$ cat config.mk
export PLATFORM = sky130hd
export DESIGN_NAME = ryb_seq
export DESIGN_NICKNAME = d
export VERILOG_FILES = /design/src/design/ryb_pkg.sv /design/src/design/ryb_seq.sv
export SDC_FILE = /design/constraint.sdc
export NUM_CORES = 1
export LEC_CHECK = 0
export ABC_AREA = 1
export BUFFER_PORTS_ARGS = -buffer_cell sky130_fd_sc_hd__buf_4
export CORE_MARGIN = 3
export CORE_UTILIZATION = 35
export CTS_CLUSTER_DIAMETER = 50
export DETAILED_ROUTE_END_ITERATION = 8
export MAX_ROUTING_LAYER = met4
export PLACE_DENSITY_LB_ADDON = 0.05
export SYNTH_ARGS = -nofsm -noshare
export SYNTH_HDL_FRONTEND = slang
export SYNTH_SLANG_ARGS = --single-unit
$ cat constraint.sdc
create_clock -name clock -period 11.12 [get_ports clock]
set_input_delay 2.224 -clock clock [delete_from_list [all_inputs] [get_ports clock]]
set_output_delay 2.224 -clock clock [all_outputs]
set_load 0.02 [all_outputs]
$ cat src/design/ryb_pkg.sv
`timescale 1ns / 1ps

package ryb_pkg;

   localparam int WORD_W = 32;
   localparam int TICK_W = 8;
   localparam logic [TICK_W-1:0] TICK_MAX = 8'd255;
   localparam logic [TICK_W-1:0] TICK_ONE = 8'd1;

   typedef enum logic [1:0] {
      FUNC_RECORD  = 2'd0,
      FUNC_REQUEST = 2'd1,
      FUNC_TICK    = 2'd2,
      FUNC_FLUSH   = 2'd3
   } func_type;

   typedef enum logic [1:0] {
      KIND_FLUSHED = 2'd0,
      KIND_GRANT   = 2'd1,
      KIND_MISS    = 2'd2,
      KIND_TICK    = 2'd3
   } kind_type;

   typedef enum logic [3:0] {
      ST_IDLE,
      ST_APPEND,
      ST_FL_RD,
      ST_FL_OUT,
      ST_SR_RD,
      ST_SR_CHK,
      ST_TAIL_RD,
      ST_TAIL_WR,
      ST_EMIT
   } state_type;

   typedef struct packed {
      func_type            func;
      logic [WORD_W-1:0]   node_id;
      logic [WORD_W-1:0]   port_uid;
      logic [WORD_W-1:0]   send_count;
      logic [WORD_W-1:0]   send_once_count;
   } req_word_type;

   typedef struct packed {
      kind_type            result_kind;
      logic [WORD_W-1:0]   dest_node_out;
      logic [WORD_W-1:0]   uid_out;
      logic [WORD_W-1:0]   send_count_out;
      logic [WORD_W-1:0]   send_once_out;
      logic                timeout_fire;
      logic                last;
   } rsp_word_type;

   typedef struct packed {
      logic [WORD_W-1:0]   uid;
      logic [WORD_W-1:0]   send;
      logic [WORD_W-1:0]   send_once;
   } entry_type;

   typedef struct packed {
      logic wr_en;
      logic rd_en;
   } mem_ctl_type;

endpackage

$ cat src/design/ryb_seq.sv
`timescale 1ns / 1ps

module ryb_seq #(
   parameter int DEPTH = 64
) (
   input  logic                          clock,
   input  logic                          reset,
   input  logic                          lazy_enable,
   input  logic                          req_fire,
   input  ryb_pkg::req_word_type         req_word,
   input  logic                          slot_free,
   output logic                          busy,
   output logic                          out_load,
   output ryb_pkg::rsp_word_type         out_word,
   output ryb_pkg::mem_ctl_type          mem_ctl,
   output logic [$clog2(DEPTH)-1:0]      wr_addr,
   output ryb_pkg::entry_type            wr_data,
   output logic [$clog2(DEPTH)-1:0]      rd_addr,
   input  ryb_pkg::entry_type            rd_data,
   output logic [$clog2(DEPTH+1)-1:0]    entry_count
);

   localparam int IDX_W = $clog2(DEPTH);
   localparam int CNT_W = $clog2(DEPTH + 1);

   ryb_pkg::state_type                state_ff, state_in;
   ryb_pkg::req_word_type             cmd_ff, cmd_in;
   ryb_pkg::kind_type                 kind_ff, kind_in;
   logic [CNT_W-1:0]                  cnt_ff, cnt_in;
   logic [CNT_W-1:0]                  idx_ff, idx_in;
   logic [ryb_pkg::WORD_W-1:0]        node_ff, node_in;
   logic [ryb_pkg::WORD_W-1:0]        amount_ff, amount_in;
   logic [ryb_pkg::TICK_W-1:0]        tick_ff, tick_in;
   logic                              fire_ff, fire_in;
   logic                              append_ff, append_in;

   logic [CNT_W-1:0]                  idx_nxt;
   logic [CNT_W-1:0]                  cnt_plus;
   logic [CNT_W-1:0]                  tail_idx;
   logic                              walk_end;
   logic                              pending_other;
   logic                              hit;
   ryb_pkg::rsp_word_type             emit_word;

   assign idx_nxt       = idx_ff + CNT_W'(1);
   assign cnt_plus      = cnt_ff + CNT_W'(1);
   assign tail_idx      = cnt_ff - CNT_W'(1);
   assign walk_end      = (idx_nxt == cnt_ff);
   assign pending_other = (cnt_ff != '0) && (node_ff != req_word.node_id);
   assign hit           = (rd_data.uid == cmd_ff.port_uid);
   assign busy          = (state_ff != ryb_pkg::ST_IDLE);
   assign entry_count   = cnt_ff;

   // next state
   always_comb begin
      state_in = state_ff;
      unique case (state_ff)
         ryb_pkg::ST_IDLE: begin
            if (req_fire) begin
               unique case (req_word.func)
                  ryb_pkg::FUNC_RECORD: begin
                     if (!lazy_enable) begin
                        state_in = ryb_pkg::ST_EMIT;
                     end else if (pending_other) begin
                        state_in = ryb_pkg::ST_FL_RD;
                     end else begin
                        state_in = ryb_pkg::ST_APPEND;
                     end
                  end
                  ryb_pkg::FUNC_REQUEST: begin
                     if ((cnt_ff != '0) && (node_ff == req_word.node_id)) begin
                        state_in = ryb_pkg::ST_SR_RD;
                     end else begin
                        state_in = ryb_pkg::ST_EMIT;
                     end
                  end
                  ryb_pkg::FUNC_TICK: begin
                     state_in = ryb_pkg::ST_EMIT;
                  end
                  ryb_pkg::FUNC_FLUSH: begin
                     if (cnt_ff != '0) begin
                        state_in = ryb_pkg::ST_FL_RD;
                     end
                  end
               endcase
            end
         end
         ryb_pkg::ST_APPEND: begin
            if ((cnt_plus == CNT_W'(DEPTH)) || (tick_ff != '0)) begin
               state_in = ryb_pkg::ST_FL_RD;
            end else begin
               state_in = ryb_pkg::ST_IDLE;
            end
         end
         ryb_pkg::ST_FL_RD: begin
            state_in = ryb_pkg::ST_FL_OUT;
         end
         ryb_pkg::ST_FL_OUT: begin
            if (slot_free) begin
               if (!walk_end) begin
                  state_in = ryb_pkg::ST_FL_RD;
               end else if (append_ff) begin
                  state_in = ryb_pkg::ST_APPEND;
               end else begin
                  state_in = ryb_pkg::ST_IDLE;
               end
            end
         end
         ryb_pkg::ST_SR_RD: begin
            state_in = ryb_pkg::ST_SR_CHK;
         end
         ryb_pkg::ST_SR_CHK: begin
            if (hit) begin
               if ((rd_data.send != '0) && (rd_data.send_once == '0)) begin
                  state_in = ryb_pkg::ST_TAIL_RD;
               end else begin
                  state_in = ryb_pkg::ST_EMIT;
               end
            end else if (walk_end) begin
               state_in = ryb_pkg::ST_EMIT;
            end else begin
               state_in = ryb_pkg::ST_SR_RD;
            end
         end
         ryb_pkg::ST_TAIL_RD: begin
            state_in = ryb_pkg::ST_TAIL_WR;
         end
         ryb_pkg::ST_TAIL_WR: begin
            state_in = ryb_pkg::ST_EMIT;
         end
         ryb_pkg::ST_EMIT: begin
            if (slot_free) begin
               state_in = ryb_pkg::ST_IDLE;
            end
         end
      endcase
   end

   // single-result word
   always_comb begin
      emit_word               = '0;
      emit_word.result_kind   = kind_ff;
      emit_word.last          = 1'b1;
      unique case (kind_ff)
         ryb_pkg::KIND_FLUSHED: begin
            emit_word.dest_node_out  = cmd_ff.node_id;
            emit_word.uid_out        = cmd_ff.port_uid;
            emit_word.send_count_out = cmd_ff.send_count;
            emit_word.send_once_out  = cmd_ff.send_once_count;
         end
         ryb_pkg::KIND_GRANT: begin
            emit_word.dest_node_out  = cmd_ff.node_id;
            emit_word.uid_out        = cmd_ff.port_uid;
            emit_word.send_count_out = amount_ff;
         end
         ryb_pkg::KIND_MISS: begin
            emit_word.dest_node_out  = cmd_ff.node_id;
            emit_word.uid_out        = cmd_ff.port_uid;
         end
         ryb_pkg::KIND_TICK: begin
            emit_word.timeout_fire   = fire_ff;
         end
      endcase
   end

   // outputs and datapath
   always_comb begin
      cmd_in    = cmd_ff;
      kind_in   = kind_ff;
      cnt_in    = cnt_ff;
      idx_in    = idx_ff;
      node_in   = node_ff;
      amount_in = amount_ff;
      tick_in   = tick_ff;
      fire_in   = fire_ff;
      append_in = append_ff;
      mem_ctl   = '0;
      rd_addr   = idx_ff[IDX_W-1:0];
      wr_addr   = idx_ff[IDX_W-1:0];
      wr_data   = rd_data;
      out_load  = 1'b0;
      out_word  = emit_word;
      unique case (state_ff)
         ryb_pkg::ST_IDLE: begin
            if (req_fire) begin
               cmd_in    = req_word;
               idx_in    = '0;
               append_in = 1'b0;
               unique case (req_word.func)
                  ryb_pkg::FUNC_RECORD: begin
                     kind_in   = ryb_pkg::KIND_FLUSHED;
                     append_in = lazy_enable && pending_other;
                  end
                  ryb_pkg::FUNC_REQUEST: begin
                     kind_in = ryb_pkg::KIND_MISS;
                  end
                  ryb_pkg::FUNC_TICK: begin
                     kind_in = ryb_pkg::KIND_TICK;
                     fire_in = (cnt_ff != '0) && (tick_ff != '0);
                     if ((cnt_ff != '0) && (tick_ff != ryb_pkg::TICK_MAX)) begin
                        tick_in = tick_ff + ryb_pkg::TICK_ONE;
                     end
                  end
                  ryb_pkg::FUNC_FLUSH: begin
                     kind_in = ryb_pkg::KIND_FLUSHED;
                  end
               endcase
            end
         end
         ryb_pkg::ST_APPEND: begin
            mem_ctl.wr_en     = 1'b1;
            wr_addr           = cnt_ff[IDX_W-1:0];
            wr_data.uid       = cmd_ff.port_uid;
            wr_data.send      = cmd_ff.send_count;
            wr_data.send_once = cmd_ff.send_once_count;
            cnt_in            = cnt_plus;
            node_in           = cmd_ff.node_id;
            append_in         = 1'b0;
            idx_in            = '0;
         end
         ryb_pkg::ST_FL_RD: begin
            mem_ctl.rd_en = 1'b1;
         end
         ryb_pkg::ST_FL_OUT: begin
            out_word                = '0;
            out_word.result_kind    = ryb_pkg::KIND_FLUSHED;
            out_word.dest_node_out  = node_ff;
            out_word.uid_out        = rd_data.uid;
            out_word.send_count_out = rd_data.send;
            out_word.send_once_out  = rd_data.send_once;
            out_word.last           = walk_end;
            if (slot_free) begin
               out_load = 1'b1;
               idx_in   = idx_nxt;
               if (walk_end) begin
                  cnt_in  = '0;
                  tick_in = '0;
                  idx_in  = '0;
               end
            end
         end
         ryb_pkg::ST_SR_RD: begin
            mem_ctl.rd_en = 1'b1;
         end
         ryb_pkg::ST_SR_CHK: begin
            if (hit) begin
               if (rd_data.send != '0) begin
                  kind_in   = ryb_pkg::KIND_GRANT;
                  amount_in = rd_data.send;
                  if (rd_data.send_once != '0) begin
                     mem_ctl.wr_en = 1'b1;
                     wr_data.send  = '0;
                  end
               end
            end else if (!walk_end) begin
               idx_in = idx_nxt;
            end
         end
         ryb_pkg::ST_TAIL_RD: begin
            mem_ctl.rd_en = 1'b1;
            rd_addr       = tail_idx[IDX_W-1:0];
         end
         ryb_pkg::ST_TAIL_WR: begin
            mem_ctl.wr_en = 1'b1;
            cnt_in        = tail_idx;
         end
         ryb_pkg::ST_EMIT: begin
            out_load = slot_free;
         end
      endcase
   end

   always_ff @(posedge clock) begin
      if (reset) begin
         state_ff  <= ryb_pkg::ST_IDLE;
         cnt_ff    <= '0;
         idx_ff    <= '0;
         node_ff   <= '0;
         tick_ff   <= '0;
         append_ff <= 1'b0;
      end else begin
         state_ff  <= state_in;
         cnt_ff    <= cnt_in;
         idx_ff    <= idx_in;
         node_ff   <= node_in;
         tick_ff   <= tick_in;
         append_ff <= append_in;
      end
   end

   always_ff @(posedge clock) begin
      cmd_ff    <= cmd_in;
      kind_ff   <= kind_in;
      amount_ff <= amount_in;
      fire_ff   <= fire_in;
   end

endmodule

==> results by group <==
Status
  • Outcome: complete, no violations

Global routing
  • Initial antenna violation count: 1
  • Vias in the first global route: 12540
  • Largest net degree at the start of global routing: 113
  • First-pass GRT wire length: 75.56 mm
  • GRT Residual Overflow: 0
  • Total GRT Usage: 26.29%

Synth
  • Post-synth EDFFs: 163
  • #FFs+latches synth: 222
  • FFs w/ async S/R, synth: 0%
  • Register area share after synthesis: 47.93%
  • Yosys cell types: 37
  • Top-area cell type share of the netlist area: 38.61%
  • Top post-synthesis cells by area: edfxtp_1 39%, nand2_1 13%, o21ai_0 9.5%
  • Predominant post-synthesis flop cell: edfxtp_1
  • Post-Synthesis Cells: 1673
  • Syn Area/Cell: 7.578 um2
  • Synth warn: 0
  • Mapped Area: 0.01268 mm2
  • Post-Syn Nets: 1914
  • Synth area leader: edfxtp_1

Pwr
  • Worst vdd ir: 0.0001433 V
  • Leakage: 8.222 nW
  • Power Dens Cells: 261.6 mW/mm2

Die
  • Die area: 0.03854 mm2
  • Die Ht: 196.3 um
  • I/O pin count: 482
  • Die Wd: 196.3 um
  • # rows: 69
  • Core area: 0.03566 mm2
  • Starting Density: 35.55%

Setup path
  • Crit path DAT: 4.94 ns
  • Buf+Inv Stages, Crit Path: 2
  • CP endpoint kind: primary output
  • Crit path max fanout: 33
  • Slowest cell on crit path: a21oi_2
  • Critical Path Start Type: input port
  • RR Startpoint: state_ff[0]
  • Kind of critical path: in -> out
  • Cell Chain, Critical Path: buf_4 -> xor2_1 -> nor2_1 -> nand2_1 -> nor2_1 -> nand2_1 -> nor2_2 -> nand3b_1 -> a21oi_2 -> o21ai_0 -> buf_4
  • Cell family with most CP delay: compound AO/OA/AOI/OAI gates
  • CP required: 8.90 ns
  • CP startpoint: rd_data[91]
  • Crit-path max cell delay: 1.03 ns

STA
  • Relative slew slack: 11.27%
  • Final setup fails: 0
  • Final Critical Period: 7.162 ns
  • Final Hold Vio Count: 0
  • Final WS setup: 3.958 ns
  • Fin. max-slew vios: 0
  • RSZ-0062 raised after global routing: no
  • Final setup TNS: 0 ns
  • Fmax: 0.1396 GHz
  • Clock Skew: 0.01648 ns
  • Final period util: 64.41%
  • Worst slew pin tran: 1.331 ns

Routing
  • Routed wire length: 51.66 mm
  • 1st-pass router iterations: 5
  • Drt wl/cell: 19.82 um
  • Post-route DRC: 0
  • Number of DRC markers in iteration 0: 623
  • Final ANT Viol Nets: 0
  • Routed vias: 13010
  • Via density: 4.992

Clocking
  • Clock buffer depth: 3
  • Post CTS Setup Buffer Count: 0
  • TritonCTS Buffers: 37
  • H-tree lvl count: 2
  • CTS tree: built
  • Post-CTS sizing: 0
  • Clock latency on the worst-skew pair: 0.51 ns
  • Sink Count: 222
  • CTS root buf: clkbuf_16
  • # hold bufs at CTS: 0
  • Reg clk slew, reported paths: 0.05 ns

Run
  • Max Cap Viol: 0

Worst hold path
  • Hold_sp: tick_ff[0]
  • Worst hold-check path type: reg -> reg

Place
  • PortBufs: 481
  • HPWL after DPL: 38.77 mm
  • GPL Wtd Cong: 0.8991
  • Setup WS pre-CTS: 3.948 ns

Layout
  • # nets final: 2359
  • Layout cells sized above 1: 27.01%
  • Layout area overhead: 40.93%
kinds of logic after synthesis:
logic type	count (synthesis)	synth area share [%]
adder cells (fa/ha/maj)	10	0.9870
XOR/XNOR	37	2.556
AND/OR/NAND/NOR	757	24.67
AO/OA/AOI/OAI	341	14.34
flip-flops	222	47.93
buffers and inverters	306	9.514
per-layer routing:
| metal | routed length [um] | global-route usage (%) |
|---|---|---|
| met1 | 19880 | 30.11 |
| met2 | 25460 | 44.83 |
| met3 | 4352 | 6.663 |
| met4 | 1957 | 9.295 |
| met5 | 0 | - |
layout make-up:
cell class                 count  area (um2)
antenna                        1       2.502
clock buffer                  43       958.4
clock inverter                22       296.5
fill                        3546       17790
inverter                     218       824.5
multi-input combinational   1145        5423
sequential                   222        6076
tap                          461       576.8
timing repair buffer         494        3709
where the power goes:
group | total, W | switching (W) | internal, W
clock | 0.00118 | 0.000405 | 0.000777
combinational | 0.00224 | 0.00148 | 0.000757
sequential | 0.00125 | 0.000129 | 0.00112
total | 0.00467 | 0.00202 | 0.00266
state kept, by name, indices dropped and copies added, names as in the netlist:
register	flops
idx_ff	7
kind_ff	2
entry_count	7
node_ff	32
amount_ff	32
tick_ff	8
append_ff	1
state_ff	4
fire_ff	1
cmd_ff	128
through the flow:
step	cell area (um2)	total power, W	hold WS [ns]	std cells	utilization (%)
2_1_floorplan	12680	0.002595	0.4580	1673	-
3_3_place_gp	16610	0.003508	0.4731	2540	46.58
3_5_place_dp	16610	0.003521	0.4854	2540	46.58
4_1_cts	17860	0.004728	0.4934	2605	50.10
5_1_grt	17870	0.004951	0.5119	2606	50.11
6_report	17870	0.004673	0.4891	2606	50.11
tightest hold or removal path: stages (launching register included):
cell	delay, ns
dfxtp_1	0.32
nand2_1	0.06
a21oi_1	0.05
cell usage after synthesis, drive strengths merged (4+ instances only):
cell,count
o31ai,16
o22ai,10
nand3,123
xor2,20
xnor2,17
a31oi,23
ha,10
nor3,4
nand2,458
inv,216
dfxtp,59
nor4,5
o21ai,247
nor2,145
a21oi,41
buf,32
nand4,18
clkbuf,56
edfxtp,163
final timing paths:
path	end	slack (ns)	depth (start not counted)
min	tick_ff[0]	0.49	2
max	wr_data[51]	3.96	11
max reg2reg	entry_count[2]	8.19	10
min reg2reg	tick_ff[0]	0.49	2
cell usage in the layout, fill, tap and decap left out, drive strengths merged:
cell type,synthesis,layout
nand2,458,458
a31oi,23,23
nand3,123,123
ha,10,10
diode,0,1
clkinv,2,13
edfxtp,163,163
inv,216,216
a21oi,41,41
o31ai,16,16
xnor2,17,17
o21ai,247,247
o22ai,10,10
bufinv,0,7
dfxtp,59,59
clkbuf,56,43
o21a,2,2
or2,2,2
o211ai,2,2
nand4,18,18
nor2,145,145
nor3,4,4
nand3b,2,2
clkinvlp,0,4
nor4,5,5
xor2,20,20
buf,32,494
(Power assumes the default switching activity.)
